[src/design/arbf_pkg.sv]
// Shared types, codes and constants of the aligned record boot framer.
package arbf_pkg;

	localparam int DEFAULT_RECORD_ALIGN = 16;
	localparam int DEFAULT_QUEUE_DEPTH = 4;

	localparam int CFG_INDEX_W = 2;
	localparam int ADDR_W = 16;

	localparam logic [CFG_INDEX_W-1:0] REG_PROGRAM_LENGTH = 2'd0;
	localparam logic [CFG_INDEX_W-1:0] REG_LOAD_ADDRESS = 2'd1;

	localparam logic [ADDR_W-1:0] RESET_LENGTH = 16'd1;
	localparam logic [ADDR_W-1:0] RESET_ADDRESS = 16'h1000;

	localparam logic [7:0] CHAR_LEADER = 8'hFF;
	localparam logic [7:0] CHAR_S = 8'h53;
	localparam logic [7:0] CHAR_ONE = 8'h31;
	localparam logic [7:0] CHAR_J = 8'h4A;

	localparam logic [2:0] ROLE_LEADER = 3'd0;
	localparam logic [2:0] ROLE_MARK = 3'd1;
	localparam logic [2:0] ROLE_COUNT = 3'd2;
	localparam logic [2:0] ROLE_ADDR_HI = 3'd3;
	localparam logic [2:0] ROLE_ADDR_LO = 3'd4;
	localparam logic [2:0] ROLE_DATA = 3'd5;
	localparam logic [2:0] ROLE_CHECKSUM = 3'd6;
	localparam logic [2:0] ROLE_END = 3'd7;

	// One classified program byte: which groups of stream bytes it causes.
	typedef struct packed {
		logic       leader;
		logic       hdr;
		logic       has_data;
		logic       has_ck;
		logic       has_end;
		logic [7:0] cnt;
		logic [7:0] hi;
		logic [7:0] lo;
		logic [7:0] data;
		logic [7:0] ck;
	} cmd_t;

endpackage

[src/design/arbf_front.sv]
// Front end: takes program bytes and configuration, tracks records, builds commands.
module arbf_front import arbf_pkg::*; #(
	parameter int RECORD_ALIGN = DEFAULT_RECORD_ALIGN
) (
	input  logic                   clk,
	input  logic                   arst_n,
	input  logic                   in_valid,
	output logic                   in_stall,
	input  logic [7:0]             data_byte,
	input  logic                   cfg_valid,
	input  logic [CFG_INDEX_W-1:0] cfg_index,
	input  logic [ADDR_W-1:0]      cfg_data,
	input  logic                   q_full,
	output logic                   q_push,
	output cmd_t                   q_cmd
);

	localparam int OFS_W = $clog2(RECORD_ALIGN);
	localparam int RECIP = 65536 / RECORD_ALIGN;
	localparam logic [ADDR_W-1:0] ALIGN16 = ADDR_W'(RECORD_ALIGN);
	localparam logic [OFS_W-1:0] OFS_MAX = OFS_W'(RECORD_ALIGN - 1);
	localparam logic [OFS_W-1:0] RESET_OFS = OFS_W'(RESET_ADDRESS % RECORD_ALIGN);

	logic [ADDR_W-1:0] addr_q;
	logic [ADDR_W-1:0] rem_q;
	logic [OFS_W-1:0]  ofs_q;
	logic [7:0]        rec_left_q;
	logic [7:0]        sum_q;
	logic              leader_sent_q;
	logic              fin_q;
	logic              busy_q;
	logic [31:0]       prod_q;

	logic              accept;
	logic              has_data;
	logic              hdr;
	logic [7:0]        to_edge;
	logic [7:0]        block;
	logic [7:0]        cnt;
	logic [7:0]        sum0;
	logic [7:0]        sum1;
	logic [7:0]        rec_left_nxt;
	logic [ADDR_W-1:0] rem_nxt;
	logic [ADDR_W-1:0] quot;
	logic [ADDR_W-1:0] rem_raw;
	logic [ADDR_W-1:0] rem_fix;

	assign in_stall = busy_q | q_full;
	assign accept = in_valid & ~in_stall;

	assign has_data = (rem_q != '0);
	assign hdr = has_data & (rec_left_q == '0);
	assign to_edge = 8'(RECORD_ALIGN) - 8'(ofs_q);
	assign block = ({8'd0, to_edge} > rem_q) ? rem_q[7:0] : to_edge;
	assign cnt = block + 8'd2;
	assign sum0 = hdr ? (cnt + addr_q[15:8] + addr_q[7:0]) : sum_q;
	assign sum1 = sum0 + data_byte;
	assign rec_left_nxt = (hdr ? block : rec_left_q) - 8'd1;
	assign rem_nxt = has_data ? (rem_q - 16'd1) : rem_q;

	// Address offset within the alignment after a load, by reciprocal multiply.
	assign quot = prod_q[31:16];
	assign rem_raw = addr_q - 16'(quot * ALIGN16);
	assign rem_fix = (rem_raw >= ALIGN16) ? (rem_raw - ALIGN16) : rem_raw;

	always_comb begin
		q_push = accept & ~fin_q;
		q_cmd.leader = ~leader_sent_q;
		q_cmd.hdr = hdr;
		q_cmd.has_data = has_data;
		q_cmd.has_ck = has_data & (rec_left_nxt == '0);
		q_cmd.has_end = (rem_nxt == '0);
		q_cmd.cnt = cnt;
		q_cmd.hi = addr_q[15:8];
		q_cmd.lo = addr_q[7:0];
		q_cmd.data = data_byte;
		q_cmd.ck = 8'd0 - sum1;
	end

	always_ff @(posedge clk) begin
		if (cfg_valid && cfg_index == REG_LOAD_ADDRESS) begin
			prod_q <= 32'(cfg_data) * 32'(RECIP);
		end
	end

	always_ff @(posedge clk or negedge arst_n) begin
		if (!arst_n) begin
			addr_q <= RESET_ADDRESS;
			rem_q <= RESET_LENGTH;
			ofs_q <= RESET_OFS;
			rec_left_q <= '0;
			sum_q <= '0;
			leader_sent_q <= 1'b0;
			fin_q <= 1'b0;
			busy_q <= 1'b0;
		end else begin
			busy_q <= cfg_valid && !leader_sent_q && (cfg_index == REG_LOAD_ADDRESS);
			if (busy_q) begin
				ofs_q <= OFS_W'(rem_fix);
			end
			if (cfg_valid && !leader_sent_q) begin
				case (cfg_index)
					REG_PROGRAM_LENGTH: rem_q <= cfg_data;
					REG_LOAD_ADDRESS: begin
						addr_q <= cfg_data;
					end
					default: ;
				endcase
			end
			if (q_push) begin
				leader_sent_q <= 1'b1;
				if (q_cmd.has_end) begin
					fin_q <= 1'b1;
				end
				if (has_data) begin
					sum_q <= sum1;
					rec_left_q <= rec_left_nxt;
					rem_q <= rem_nxt;
					addr_q <= addr_q + 16'd1;
					// The offset restarts at every aligned boundary and at the address wrap.
					if (addr_q == '1 || ofs_q == OFS_MAX) begin
						ofs_q <= '0;
					end else begin
						ofs_q <= ofs_q + 1'b1;
					end
				end
			end
		end
	end

endmodule

[src/design/arbf_queue.sv]
// Short command queue between the front end and the byte emitter.
module arbf_queue import arbf_pkg::*; #(
	parameter int DEPTH = DEFAULT_QUEUE_DEPTH
) (
	input  logic clk,
	input  logic arst_n,
	input  logic push,
	input  cmd_t push_cmd,
	output logic full,
	input  logic pop,
	output logic avail,
	output cmd_t head_cmd
);

	localparam int PTR_W = (DEPTH > 1) ? $clog2(DEPTH) : 1;
	localparam int CNT_W = $clog2(DEPTH + 1);
	localparam logic [PTR_W-1:0] PTR_LAST = PTR_W'(DEPTH - 1);
	localparam logic [CNT_W-1:0] CNT_FULL = CNT_W'(DEPTH);

	cmd_t             mem_q [DEPTH];
	logic [PTR_W-1:0] wr_ptr_q;
	logic [PTR_W-1:0] rd_ptr_q;
	logic [CNT_W-1:0] count_q;
	logic             do_push;
	logic             do_pop;

	assign full = (count_q == CNT_FULL);
	assign avail = (count_q != '0);
	assign head_cmd = mem_q[rd_ptr_q];
	assign do_push = push & ~full;
	assign do_pop = pop & avail;

	always_ff @(posedge clk) begin
		if (do_push) begin
			mem_q[wr_ptr_q] <= push_cmd;
		end
	end

	always_ff @(posedge clk or negedge arst_n) begin
		if (!arst_n) begin
			wr_ptr_q <= '0;
			rd_ptr_q <= '0;
			count_q <= '0;
		end else begin
			if (do_push) begin
				wr_ptr_q <= (wr_ptr_q == PTR_LAST) ? '0 : wr_ptr_q + 1'b1;
			end
			if (do_pop) begin
				rd_ptr_q <= (rd_ptr_q == PTR_LAST) ? '0 : rd_ptr_q + 1'b1;
			end
			if (do_push && !do_pop) begin
				count_q <= count_q + 1'b1;
			end else if (do_pop && !do_push) begin
				count_q <= count_q - 1'b1;
			end
		end
	end

endmodule

[src/design/arbf_back.sv]
// Back end: walks each command through its stream bytes, one byte per cycle while the output is not stalled.
module arbf_back import arbf_pkg::*; (
	input  logic       clk,
	input  logic       arst_n,
	input  logic       q_avail,
	input  cmd_t       q_cmd,
	output logic       q_pop,
	output logic       out_valid,
	input  logic       out_stall,
	output logic [7:0] tx_byte,
	output logic [9:0] frame_bits,
	output logic [2:0] byte_role,
	output logic       last_of_run,
	output logic       stream_done
);

	localparam logic [3:0] PH_LEAD0 = 4'd0;
	localparam logic [3:0] PH_LEAD1 = 4'd1;
	localparam logic [3:0] PH_S = 4'd2;
	localparam logic [3:0] PH_ONE = 4'd3;
	localparam logic [3:0] PH_CNT = 4'd4;
	localparam logic [3:0] PH_HI = 4'd5;
	localparam logic [3:0] PH_LO = 4'd6;
	localparam logic [3:0] PH_DATA = 4'd7;
	localparam logic [3:0] PH_CK = 4'd8;
	localparam logic [3:0] PH_ES = 4'd9;
	localparam logic [3:0] PH_EJ = 4'd10;
	localparam logic [3:0] PH_NONE = 4'd15;

	function automatic logic [10:0] phase_mask(input cmd_t c);
		return {c.has_end, c.has_end, c.has_ck, c.has_data, {5{c.hdr}}, {2{c.leader}}};
	endfunction

	// Lowest enabled phase at or above the start phase.
	function automatic logic [3:0] first_from(input logic [10:0] m, input logic [3:0] s);
		logic [3:0] r;
		r = PH_NONE;
		for (int i = 10; i >= 0; i--) begin
			if (m[i] && 4'(i) >= s) begin
				r = 4'(i);
			end
		end
		return r;
	endfunction

	cmd_t       cur_q;
	logic       cur_valid_q;
	logic [3:0] ph_q;
	logic       out_valid_q;
	logic [7:0] tx_byte_q;
	logic [2:0] role_q;
	logic       last_q;
	logic       done_q;

	logic [3:0] nxt_ph;
	logic       last;
	logic       adv;
	logic [7:0] cur_byte;
	logic [2:0] cur_role;

	assign nxt_ph = first_from(phase_mask(cur_q), ph_q + 4'd1);
	assign last = (nxt_ph == PH_NONE);
	assign adv = cur_valid_q & (~out_valid_q | ~out_stall);
	assign q_pop = q_avail & (~cur_valid_q | (adv & last));

	always_comb begin
		case (ph_q)
			PH_LEAD0, PH_LEAD1: begin
				cur_byte = CHAR_LEADER;
				cur_role = ROLE_LEADER;
			end
			PH_S: begin
				cur_byte = CHAR_S;
				cur_role = ROLE_MARK;
			end
			PH_ONE: begin
				cur_byte = CHAR_ONE;
				cur_role = ROLE_MARK;
			end
			PH_CNT: begin
				cur_byte = cur_q.cnt;
				cur_role = ROLE_COUNT;
			end
			PH_HI: begin
				cur_byte = cur_q.hi;
				cur_role = ROLE_ADDR_HI;
			end
			PH_LO: begin
				cur_byte = cur_q.lo;
				cur_role = ROLE_ADDR_LO;
			end
			PH_DATA: begin
				cur_byte = cur_q.data;
				cur_role = ROLE_DATA;
			end
			PH_CK: begin
				cur_byte = cur_q.ck;
				cur_role = ROLE_CHECKSUM;
			end
			PH_ES: begin
				cur_byte = CHAR_S;
				cur_role = ROLE_END;
			end
			PH_EJ: begin
				cur_byte = CHAR_J;
				cur_role = ROLE_END;
			end
			default: begin
				cur_byte = CHAR_LEADER;
				cur_role = ROLE_LEADER;
			end
		endcase
	end

	always_ff @(posedge clk) begin
		if (q_pop) begin
			cur_q <= q_cmd;
		end
		if (adv) begin
			tx_byte_q <= cur_byte;
			role_q <= cur_role;
			last_q <= last;
			done_q <= (ph_q == PH_EJ);
		end
	end

	always_ff @(posedge clk or negedge arst_n) begin
		if (!arst_n) begin
			cur_valid_q <= 1'b0;
			ph_q <= PH_LEAD0;
			out_valid_q <= 1'b0;
		end else begin
			if (adv) begin
				out_valid_q <= 1'b1;
			end else if (!out_stall) begin
				out_valid_q <= 1'b0;
			end
			if (q_pop) begin
				cur_valid_q <= 1'b1;
				ph_q <= first_from(phase_mask(q_cmd), PH_LEAD0);
			end else if (adv) begin
				if (last) begin
					cur_valid_q <= 1'b0;
				end else begin
					ph_q <= nxt_ph;
				end
			end
		end
	end

	assign out_valid = out_valid_q;
	assign tx_byte = tx_byte_q;
	assign frame_bits = {1'b1, tx_byte_q, 1'b0};
	assign byte_role = role_q;
	assign last_of_run = last_q;
	assign stream_done = done_q;

endmodule

[src/design/aligned_record_boot_framer.sv]
// Top level of the aligned record boot framer: front end, command queue, byte emitter.
//
//   channel  direction  handshake             payload
//   in       sink       in_valid / in_stall    data_byte
//   out      source     out_valid / out_stall  tx_byte, frame_bits, byte_role,
//                                              last_of_run, stream_done
//   cfg      sink       cfg_valid / cfg_ready  cfg_index, cfg_data
//
// The front end takes one program byte per cycle while the command queue has room.
// The emitter sends one stream byte per cycle while out_stall is low; an item causes
// as many stream bytes as its groups hold: 1 for a plain data byte, up to 11 for the first one.
// A load_address write before the stream starts holds in_stall high for one cycle
// while the address offset within the record alignment is worked out. Reset is
// asynchronous, active low, and leaves the block ready at once. A stalled output
// holds its byte while the queue keeps accepting commands.
module aligned_record_boot_framer import arbf_pkg::*; #(
	parameter int RECORD_ALIGN = DEFAULT_RECORD_ALIGN,
	parameter int QUEUE_DEPTH = DEFAULT_QUEUE_DEPTH
) (
	input  logic                   clk,
	input  logic                   arst_n,
	input  logic                   in_valid,
	output logic                   in_stall,
	input  logic [7:0]             data_byte,
	output logic                   out_valid,
	input  logic                   out_stall,
	output logic [7:0]             tx_byte,
	output logic [9:0]             frame_bits,
	output logic [2:0]             byte_role,
	output logic                   last_of_run,
	output logic                   stream_done,
	input  logic                   cfg_valid,
	output logic                   cfg_ready,
	input  logic [CFG_INDEX_W-1:0] cfg_index,
	input  logic [ADDR_W-1:0]      cfg_data
);

	logic q_full;
	logic q_push;
	cmd_t push_cmd;
	logic q_pop;
	logic q_avail;
	cmd_t head_cmd;

	assign cfg_ready = 1'b1;

	arbf_front #(
		.RECORD_ALIGN(RECORD_ALIGN)
	) u_front (
		.clk      (clk),
		.arst_n   (arst_n),
		.in_valid (in_valid),
		.in_stall (in_stall),
		.data_byte(data_byte),
		.cfg_valid(cfg_valid),
		.cfg_index(cfg_index),
		.cfg_data (cfg_data),
		.q_full   (q_full),
		.q_push   (q_push),
		.q_cmd    (push_cmd)
	);

	arbf_queue #(
		.DEPTH(QUEUE_DEPTH)
	) u_queue (
		.clk     (clk),
		.arst_n  (arst_n),
		.push    (q_push),
		.push_cmd(push_cmd),
		.full    (q_full),
		.pop     (q_pop),
		.avail   (q_avail),
		.head_cmd(head_cmd)
	);

	arbf_back u_back (
		.clk        (clk),
		.arst_n     (arst_n),
		.q_avail    (q_avail),
		.q_cmd      (head_cmd),
		.q_pop      (q_pop),
		.out_valid  (out_valid),
		.out_stall  (out_stall),
		.tx_byte    (tx_byte),
		.frame_bits (frame_bits),
		.byte_role  (byte_role),
		.last_of_run(last_of_run),
		.stream_done(stream_done)
	);

endmodule

[config.mk]
export PLATFORM = sky130hd
export DESIGN_NAME = aligned_record_boot_framer
export DESIGN_NICKNAME = d
export VERILOG_FILES = /design/src/design/arbf_pkg.sv /design/src/design/arbf_front.sv /design/src/design/arbf_queue.sv /design/src/design/arbf_back.sv /design/src/design/aligned_record_boot_framer.sv
export SDC_FILE = /design/constraint.sdc
export NUM_CORES = 1
export LEC_CHECK = 0
export ABC_AREA = 0
export BUFFER_PORTS_ARGS = -buffer_cell sky130_fd_sc_hd__clkbuf_2
export CAP_MARGIN = 40
export CORE_ASPECT_RATIO = 0.8
export CORE_UTILIZATION = 40
export CTS_BUF_LIST = sky130_fd_sc_hd__clkbuf_16
export DETAILED_ROUTE_END_ITERATION = 12
export MAX_ROUTING_LAYER = met4
export PLACE_DENSITY = 0.52
export SLEW_MARGIN = 20
export SYNTH_ARGS = -nofsm -noshare
export SYNTH_HDL_FRONTEND = slang
export SYNTH_SLANG_ARGS = --single-unit
[constraint.sdc]
create_clock -name clk -period 6.6 [get_ports clk]
set_input_delay 1.65 -clock clk [delete_from_list [all_inputs] [get_ports clk]]
set_output_delay 1.65 -clock clk [all_outputs]
set_load 0.1 [all_outputs]
==> flow_metrics.py, run 1 <==
metrics = {
    "timing": {
        "skew_ns": 0.0119,
        "tightest_slew_ns": 0.800,
        "setup_ws_ns": 0.428,
        "tns_ns": 0,
        "max_freq_mhz": 162,
        "fin_crit_ns": 6.17,
        "slew_headroom": 0.467,
        "setup_viol_count_final": 0,
        "final_max_slew_viol_count": 0,
        "final_hold_viol_count": 0,
        "whs_ns": 0.473,
        "period_share": 0.935,
    },
    "die": {
        "die_y_um": 172,
        "row_count": 61,
        "die_area_um2": 37000,
        "core-area_um2": 35200,
        "io_pins": 57,
        "start_util": 0.412,
        "die_width_um": 215,
    },
    "routing": {
        "routed_wl_um": 33300,
        "post_drt_wl_per_cell_um": 20.4,
        "vias": 8818,
        "drtIter0Drc": 575,
        "dr.pass1.iters": 5,
        "drt.antenna.violating_nets": 0,
        "vias_per_cell": 5.40,
        "drc": 0,
    },
    "pwr": {
        "ir_drop_v": 0.000502,
        "power.leakage_nw": 5.90,
        "fin_total_pwr_mw": 9.09,
        "power.density_nw_per_um2": 554,
    },
    "synthesis": {
        "ys_seq_area_frac": 0.611,
        "syn_area_per_cell_um2": 13.5,
        "syn_area_um2": 14500,
        "synth_top_flop_cell": "edfxtp_1",
        "synth_warnings": 0,
        "syn_inst": 1071,
        "synth_edf_count": 238,
        "ys_types": 89,
        "synthArstFlopShare": 0.222,
        "ys_ff_latch": 306,
    },
    "layout": {
        "drive_gt1_frac": 0.199,
        "fill_cells": 3079,
        "area_delta_synth_final_pct": 13.4,
        "multi_input_area_um2": 5140,
        "stdcell_count": 1633,
        "nets": 1214,
        "seqCellArea_um2": 8860,
        "antennaDiodeCount": 0,
        "design_area_um2": 16400,
        "fin_util": 0.467,
    },
    "placement": {
        "hpwl_um": 22400,
        "globalplace.congestion": 0.855,
        "portBuffers": 53,
        "placed_area_um2": 15200,
        "post-place-cells": 1565,
        "pre_cts_slack_ns": 0.109,
    },
    "hold_path": {
        "hp-class": "register to register",
    },
    "clock_network": {
        "cts-root-buf": "clkbuf_16",
        "cts-htree-levels": 2,
        "clk_pin_slew_ns": 0.06,
        "cts_buffers": 34,
        "clk_latency_ns": 0.52,
        "cts_buffer_depth": 3,
        "clock_sinks": 306,
        "cts_tree": "done",
    },
    "critical_path": {
        "worstPathArrival_ns": 6.50,
        "cp.required_ns": 6.93,
        "critical-path-slowest-cell": "fa_1",
        "endpoint_kind": "register",
        "worstPathMaxFanout": 5,
        "start_kind": "register",
        "crit_type": "register to register",
        "cpPeakStageDelay_ns": 0.54,
    },
    "job": {
        "cap_violations": 0,
    },
    "global_route": {
        "grt_pass1_vias": 8819,
        "grt.overflow.total": 0,
        "grtUsageTotal": 0.190,
        "grt_pass1_wl_um": 52100,
        "antenna_found_initial": 0,
        "grt_max_degree": 51,
    },
    "outcome": {
        "status": "finished clean",
    },
}
where the power goes:
part | total, mW | internal (mW) | switching (mW)
clock | 1.87 | 1.09 | 0.781
sequential | 3.29 | 2.92 | 0.365
combinational | 3.93 | 1.43 | 2.50
logic make-up after synthesis:
| logic type | count (synthesis) | synth area share |
|---|---|---|
| AND/OR/NAND/NOR | 271 | 0.0960 |
| adder cells (fa/ha/maj) | 48 | 0.0466 |
| flip-flops | 306 | 0.611 |
| buffers and inverters | 130 | 0.0408 |
| XOR/XNOR | 30 | 0.0181 |
| multiplexers | 61 | 0.0817 |
| AO/OA/AOI/OAI | 223 | 0.105 |
| other | 2 | 0.000518 |
registers in the layout, indices dropped and copies added, names as in the netlist, 2 cells and up:
register,flops
u_queue.mem_q,180
u_back.cur_q,45
u_front.addr_q,16
u_front.rem_q,16
u_back.tx_byte,8
u_front.rec_left_q,8
u_front.sum_q,8
u_back.ph_q,4
u_front.ofs_q,4
u_back.byte_role,3
u_queue.count_q,3
u_queue.rd_ptr_q,2
u_queue.wr_ptr_q,2
critical path: cells and delay by family, from the launching register on:
| kind | cells | cell delay, ns |
|---|---|---|
| buf+inv | 4 | 0.40 |
| xor+xnor | 4 | 0.83 |
| compound gates | 9 | 1.46 |
| fa+ha+maj | 6 | 2.05 |
| simple gates | 3 | 0.44 |
| mux | 1 | 0.37 |
| flops | 1 | 0.44 |
cell type report:
| cell class | instances | area share |
|---|---|---|
| flip-flops and latches | 306 | 0.539 |
| multi-input cells | 645 | 0.313 |
| clock buffers | 35 | 0.0533 |
| well taps | 472 | 0.0359 |
| repair buffers | 79 | 0.0294 |
| inverters | 69 | 0.0159 |
| clock inverters | 27 | 0.0137 |
synth_stat cells, types with 4 or more instances:
master	n	area [um^2]
dfrtp_1	66	1650
nand4_1	13	81.3
a22o_1	4	35.0
nor2b_1	12	75.1
inv_1	68	255
nand2b_1	9	56.3
and2_1	15	93.8
o22ai_1	7	43.8
nor2_1	53	199
nor4_1	5	31.3
nor3b_1	4	30.0
ha_1	38	475
o221ai_1	5	43.8
fa_1	10	200
o21ai_0	56	280
mux4_2	45	1010
clkbuf_1	23	86.3
buf_4	12	90.1
a21oi_1	52	260
buf_2	12	60.1
o221a_2	4	45.0
mux2_2	8	90.1
a22oi_1	14	105
o31ai_1	5	37.5
nand3_1	28	140
o21bai_1	5	37.5
a211oi_1	9	67.6
a31oi_1	9	56.3
o211ai_1	4	30.0
nor3_1	15	75.1
xnor2_1	19	166
edfxtp_1	238	7150
xor2_1	11	96.3
mux2i_1	8	80.1
a211o_1	6	52.6
nand2_1	85	319
or3_1	8	50.1
buf_1	9	33.8
cells in the final DEF, fill, tap and decap left out, types with 9 or more instances in the layout:
cell and instances:
clkbuf_16 35, inv_1 70, clkbuf_2 52, nand2_1 85, nand4_1 13, conb_1 12
edfxtp_1 238, xor2_1 11, xnor2_1 17, o21ai_0 55, and2_1 11, dfrtp_1 63
nor2_1 53, nor3_1 14, a211oi_1 9, fa_1 10, ha_1 36, mux4_2 45
a31oi_1 9, a22oi_1 14, nand2b_1 9, a21oi_1 51, nand3_1 28, buf_4 25
nor2b_1 12
routing by layer:
layer,share of wire,vias to the layer above,track usage
li1,-,4165,-
met1,0.49,4378,0.273
met2,0.45,235,0.283
met3,0.051,40,0.0296
met4,0.015,0,0.0497
met5,0,-,-
path summary, 6_finish.rpt:
path / start / endpoint / slack, ns / depth (start not counted)
worst min register to register: u_front.rec_left_q[7] / u_front.rec_left_q[7] / 0.47 / 1
worst max register to register: u_front.ofs_q[0] / u_queue.mem_q[2][7] / 0.43 / 27
max in group asynchronous: arst_n / u_queue.rd_ptr_q[0] / 4.54 / 2
worst min-delay path: u_front.rec_left_q[7] / u_front.rec_left_q[7] / 0.47 / 1
worst max-delay path: u_front.ofs_q[0] / u_queue.mem_q[2][7] / 0.43 / 27
min in group asynchronous: arst_n / u_front.rem_q[15] / 1.09 / 1
repair_timing:
action / CTS / global route
hold buffers: 0 / 0
buffers inserted: 0 / 5
gates resized for setup: 0 / 12
setup endpoints to repair: 0 / 17
No activity file was read; power rests on OpenSTA's default activity.
==> inputs of run 2 (changes only) <==
==> constraint.sdc (replaced) <==
create_clock -name clk -period 7.9 [get_ports clk]
set_input_delay 1.975 -clock clk [delete_from_list [all_inputs] [get_ports clk]]
set_output_delay 1.975 -clock clk [all_outputs]
set_load 0.1 [all_outputs]
==> flow_metrics.py, run 2 (synthesis results as in run 1) <==
metrics = {
    "critical_path": {
        "worstPathMaxFanout": 12,
        "r2r_start": "u_front.ofs_q[0]",
        "reg2reg_slack_ns": 1.35,
        "endpoint_kind": "register",
        "reg2reg_to": "u_queue.mem_q[1][7]",
        "worstPathArrival_ns": 6.88,
        "critPathLaunch": "u_front.ofs_q[0]",
        "worstRegToRegCells": 27,
        "path_common_cell": "ha_1",
        "start_kind": "register",
        "cpPeakStageDelay_ns": 0.53,
        "cp.required_ns": 8.23,
        "crit_type": "register to register",
        "critical-path-slowest-cell": "fa_1",
    },
    "timing": {
        "fin_crit_ns": 6.55,
        "skew_ns": 0.0181,
        "setup_ws_ns": 1.35,
        "final_hold_viol_count": 0,
        "slew_headroom": 0.473,
        "max_freq_mhz": 153,
        "setup_viol_count_final": 0,
        "rsz0062_at_grt": "no",
        "tightest_slew_ns": 0.790,
        "period_share": 0.829,
        "tns_ns": 0,
        "final_max_slew_viol_count": 0,
    },
    "clock_network": {
        "cts_tree": "done",
        "clock_sinks": 306,
        "cts_resized": 0,
        "cts_hold_buf": 0,
        "cts_setup_buffers": 0,
        "clk_pin_slew_ns": 0.06,
        "cts_buffers": 35,
        "cts_buffer_depth": 3,
        "clk_latency_ns": 0.52,
        "cts-root-buf": "clkbuf_16",
        "cts-htree-levels": 2,
    },
    "routing": {
        "vias": 8745,
        "post_drt_wl_per_cell_um": 20.3,
        "drc": 0,
        "drt.antenna.violating_nets": 0,
        "dr.pass1.iters": 6,
        "vias_per_cell": 5.40,
        "routed_wl_um": 32900,
        "drtIter0Drc": 647,
    },
    "die": {
        "start_util": 0.412,
        "core-area_um2": 35200,
        "row_count": 61,
        "die_y_um": 172,
        "die_width_um": 215,
        "die_area_um2": 37000,
        "io_pins": 57,
    },
    "global_route": {
        "grt_pass1_vias": 8696,
        "grtUsageTotal": 0.190,
        "antenna_found_initial": 0,
        "grt_pass1_wl_um": 51800,
        "grt_max_degree": 51,
        "grt.overflow.total": 0,
    },
    "layout": {
        "drive_gt1_frac": 0.178,
        "final_common_cell": "edfxtp_1",
        "nets": 1201,
        "area_delta_synth_final_pct": 12.1,
        "design_area_um2": 16200,
        "reg.largest.list": "u_queue.mem_q x180, u_back.cur_q x45",
        "largest_reg_flops": 180,
        "antennaDiodeCount": 0,
        "regMostFlops": "u_queue.mem_q",
        "layout_common_cells": "edfxtp_1, nand2_1, inv_1",
    },
    "hold_path": {
        "whs_path_depth": 1,
        "hp-class": "register to register",
        "min_to": "u_front.rec_left_q[7]",
        "min-delay-start": "u_front.rec_left_q[7]",
    },
    "placement": {
        "hpwl_um": 22000,
        "globalplace.congestion": 0.849,
        "pre_cts_slack_ns": 1.40,
        "portBuffers": 53,
        "placed_area_um2": 15200,
    },
    "outcome": {
        "status": "finished clean",
    },
    "pwr": {
        "ir_drop_v": 0.000419,
        "power.leakage_nw": 5.80,
        "fin_total_pwr_mw": 7.42,
        "power.density_nw_per_um2": 457,
    },
    "job": {
        "cap_violations": 0,
    },
}
run 2: cell types whose count changed in the layout (fill, tap and decap cells not counted), moves of 2 or more:
cell,change
clkinv_2,-4
clkinv_8,+2
inv_1,+3
clkinv_1,+2
ha_1,+2
buf_4,-13
ha_2,-2
xnor2_2,-2
xnor2_1,+2
run 2: cell type report:
class	instances	area, um^2
clock buffer	35	876
fill	3165	19000
clock inverter	27	201
tap	472	591
multi-input combinational	645	5090
timing repair buffer	65	355
inverter	69	262
sequential	306	8860
run 2: worst max-delay path by stage:
| stage | slack (ns) | end |
|---|---|---|
| after floorplan | 2.09 | u_queue.mem_q[0][7] |
| after global placement | 1.57 | u_queue.mem_q[0][7] |
| after detailed placement | 1.40 | u_queue.mem_q[1][7] |
| after CTS | 1.35 | u_queue.mem_q[0][7] |
| after global routing | 0.61 | u_queue.mem_q[1][7] |
| final | 1.35 | u_queue.mem_q[1][7] |
run 2: metal layers:
metal,vias up,global-route usage,share of wire
met3,44,0.0294,0.048
met2,219,0.286,0.44
met4,0,0.0506,0.019
met1,4348,0.270,0.49
met5,-,-,0
li1,4134,-,-
run 2: critical path: cells and delay by family, from the launching register on:
| kind | cells | cell delay (ns) |
|---|---|---|
| adder cells (fa/ha/maj) | 6 | 2.04 |
| AO/OA/AOI/OAI | 9 | 1.57 |
| XOR/XNOR | 4 | 0.75 |
| AND/OR/NAND/NOR | 3 | 0.68 |
| buffers and inverters | 4 | 0.50 |
| flip-flops | 1 | 0.42 |
| multiplexers | 1 | 0.39 |
run 2: power by group:
group	leakage, nW	internal, mW	switching, mW	total, mW
clock network	0.540	0.877	0.645	1.52
registers	2.89	2.44	0.347	2.79
logic	2.36	1.11	2.00	3.11
total	5.80	4.43	2.99	7.42
run 2: stage by stage:
| step | hold WS (ns) | util | instances |
|---|---|---|---|
| floorplan | 0.436 | - | 1081 |
| global placement | 0.463 | 0.431 | 1556 |
| detailed placement | 0.464 | 0.431 | 1557 |
| CTS | 0.475 | 0.461 | 1619 |
| global route | 0.510 | 0.461 | 1619 |
| finish | 0.472 | 0.461 | 1619 |
==> inputs of run 3 (changes only) <==
--- a/config.mk
+++ b/config.mk
@@ -13,7 +13,7 @@
 export CTS_BUF_LIST = sky130_fd_sc_hd__clkbuf_16
 export DETAILED_ROUTE_END_ITERATION = 12
 export MAX_ROUTING_LAYER = met4
-export PLACE_DENSITY = 0.52
+export PLACE_DENSITY = 0.54
 export SLEW_MARGIN = 20
 export SYNTH_ARGS = -nofsm -noshare
 export SYNTH_HDL_FRONTEND = slang
==> constraint.sdc (replaced) <==
create_clock -name clk -period 5.3 [get_ports clk]
set_input_delay 1.325 -clock clk [delete_from_list [all_inputs] [get_ports clk]]
set_output_delay 1.325 -clock clk [all_outputs]
set_load 0.1 [all_outputs]
==> flow_metrics.py, run 3 (synthesis results as in run 1) <==
metrics = {
    "critical_path": {
        "path_cells": "inv_2, ha_4, xnor2_2, ha_1, nand3_2, o21bai_4, a211oi_2, buf_4, mux2_4, ha_4, inv_2, fa_1, buf_4, fa_2, o21ai_0, ha_1, buf_4, nor2b_1, nor2_2, xnor2_4, nor4_2, o21ai_1, xor2_2",
        "start_kind": "register",
        "cpPeakStageDelay_ns": 0.56,
        "critical-path-slowest-cell": "fa_2",
        "endpoint_kind": "register",
        "path_common_cell": "buf_4",
        "cp.required_ns": 5.61,
        "worstPathArrival_ns": 5.91,
        "worstPathMaxFanout": 4,
        "crit_type": "register to register",
    },
    "clock_network": {
        "cts_buffer_depth": 3,
        "cts-htree-levels": 1,
        "clk_pin_slew_ns": 0.07,
        "clock_sinks": 306,
        "cts_hold_buf": 0,
        "cts-root-buf": "clkbuf_16",
        "cts_tree": "done",
        "clk_latency_ns": 0.59,
        "cts_buffers": 31,
    },
    "layout": {
        "multi_input_area_um2": 5440,
        "fin_util": 0.488,
        "reg.largest.list": "u_queue.mem_q x180, u_back.cur_q x45",
        "layout_common_cells": "edfxtp_1, buf_4, nand2_1",
        "nets": 1278,
        "area_delta_synth_final_pct": 18.4,
        "stdcell_count": 1696,
        "seqCellArea_um2": 8860,
        "drive_gt1_frac": 0.267,
        "largest_reg_flops": 180,
        "antennaDiodeCount": 0,
        "design_area_um2": 17200,
        "fill_cells": 3050,
        "final_common_cell": "edfxtp_1",
        "regMostFlops": "u_queue.mem_q",
    },
    "die": {
        "die_y_um": 172,
        "core-area_um2": 35200,
        "die_width_um": 215,
        "start_util": 0.412,
        "row_count": 61,
        "io_pins": 57,
        "die_area_um2": 37000,
    },
    "placement": {
        "globalplace.congestion": 0.889,
        "hpwl_um": 24300,
        "portBuffers": 53,
        "post-place-cells": 1632,
        "placed_area_um2": 15900,
    },
    "routing": {
        "routed_wl_um": 34400,
        "drc": 0,
        "post_drt_wl_per_cell_um": 20.3,
        "vias_per_cell": 5.36,
        "drt.antenna.violating_nets": 0,
        "dr.pass1.iters": 5,
        "drtIter0Drc": 875,
        "vias": 9090,
    },
    "timing": {
        "rsz0062_at_grt": "yes",
        "max_freq_mhz": 178,
        "slew_headroom": 0.476,
        "setup_ws_ns": -0.304,
        "final_max_slew_viol_count": 0,
        "tns_ns": -2.77,
        "skew_ns": 0.0164,
        "tightest_slew_ns": 0.778,
        "final_hold_viol_count": 0,
        "fin_crit_ns": 5.60,
        "setup_viol_count_final": 13,
        "period_share": 1.06,
    },
    "hold_path": {
        "hp-class": "register to register",
    },
    "pwr": {
        "power.density_nw_per_um2": 717,
        "power.leakage_nw": 6.28,
        "fin_total_pwr_mw": 12.3,
        "ir_drop_v": 0.000525,
    },
    "global_route": {
        "grt_max_degree": 50,
        "grt_pass1_wl_um": 53300,
        "grtUsageTotal": 0.195,
        "grt_pass1_vias": 8971,
        "grt.overflow.total": 0,
        "antenna_found_initial": 1,
    },
    "outcome": {
        "status": "finished with violations",
        "violations": "setup timing",
    },
    "job": {
        "cap_violations": 0,
    },
}
[run 3: cell types whose count changed in the layout (fill, tap and decap cells not counted), sizes merged]
cell      before  now
inv           75   82
clkinv        17   10
bufinv         2    1
clkbuf        87   85
buf           13   94
clkinvlp       2    1
[run 3: worst paths after layout]
kind                                       start                    end  slack [ns]  cells after the start
setup / recovery                u_front.ofs_q[0]    u_queue.mem_q[2][7]       -0.30                     23
hold reg to reg            u_front.rec_left_q[7]  u_front.rec_left_q[7]        0.48                      1
hold / removal             u_front.rec_left_q[7]  u_front.rec_left_q[7]        0.48                      1
max in group asynchronous                 arst_n     u_front.addr_q[12]        3.97                      2
min in group asynchronous                 arst_n       u_front.rem_q[9]        0.68                      1
setup reg to reg                u_front.ofs_q[0]    u_queue.mem_q[2][7]       -0.30                     23
[run 3: critical path, delay by kind of cell, from the launching register on]
family | cells | cell delay (ns)
fa+ha+maj | 6 | 2.05
simple gates | 4 | 0.80
compound gates | 4 | 0.67
buf+inv | 5 | 0.58
xor+xnor | 3 | 0.50
flops | 1 | 0.40
mux | 1 | 0.32
[run 3: metal layers]
metal  GRT usage  vias up  routed length (um)  share of wire
li1            -     4285                   -              -
met1       0.278     4528               16400           0.48
met2       0.295      230               15400           0.45
met3      0.0324       47                1950          0.057
met4      0.0398        0                 600          0.017
met5           -        -                   0              0
[run 3: timing repair]
action                     4_1_cts  5_1_grt
setup endpoints to repair       22       22
pin swaps                       16       23
buffers inserted                 2        4
resized for setup               28       26
[run 3: final cells by class]
type | instances | area share
tap | 472 | 0.0344
timing repair buffer | 146 | 0.0601
sequential | 306 | 0.516
inverter | 69 | 0.0152
multi-input combinational | 645 | 0.317
clock inverter | 25 | 0.00875
clock buffer | 33 | 0.0481
[run 3: power breakdown]
part / total, mW / leakage, nW / internal (mW) / switching [mW]
registers: 4.12 / 2.89 / 3.63 / 0.485
clock network: 2.09 / 0.520 / 1.17 / 0.921
logic: 6.09 / 2.87 / 2.61 / 3.49
[run 3: stage by stage]
stage,hold slack (ns),worst slack (ns)
after floorplan,0.436,-0.198
after detailed placement,0.467,-0.432
after CTS,0.478,-0.286
after global routing,0.501,-0.474
after global placement,0.465,-0.362
final,0.477,-0.304
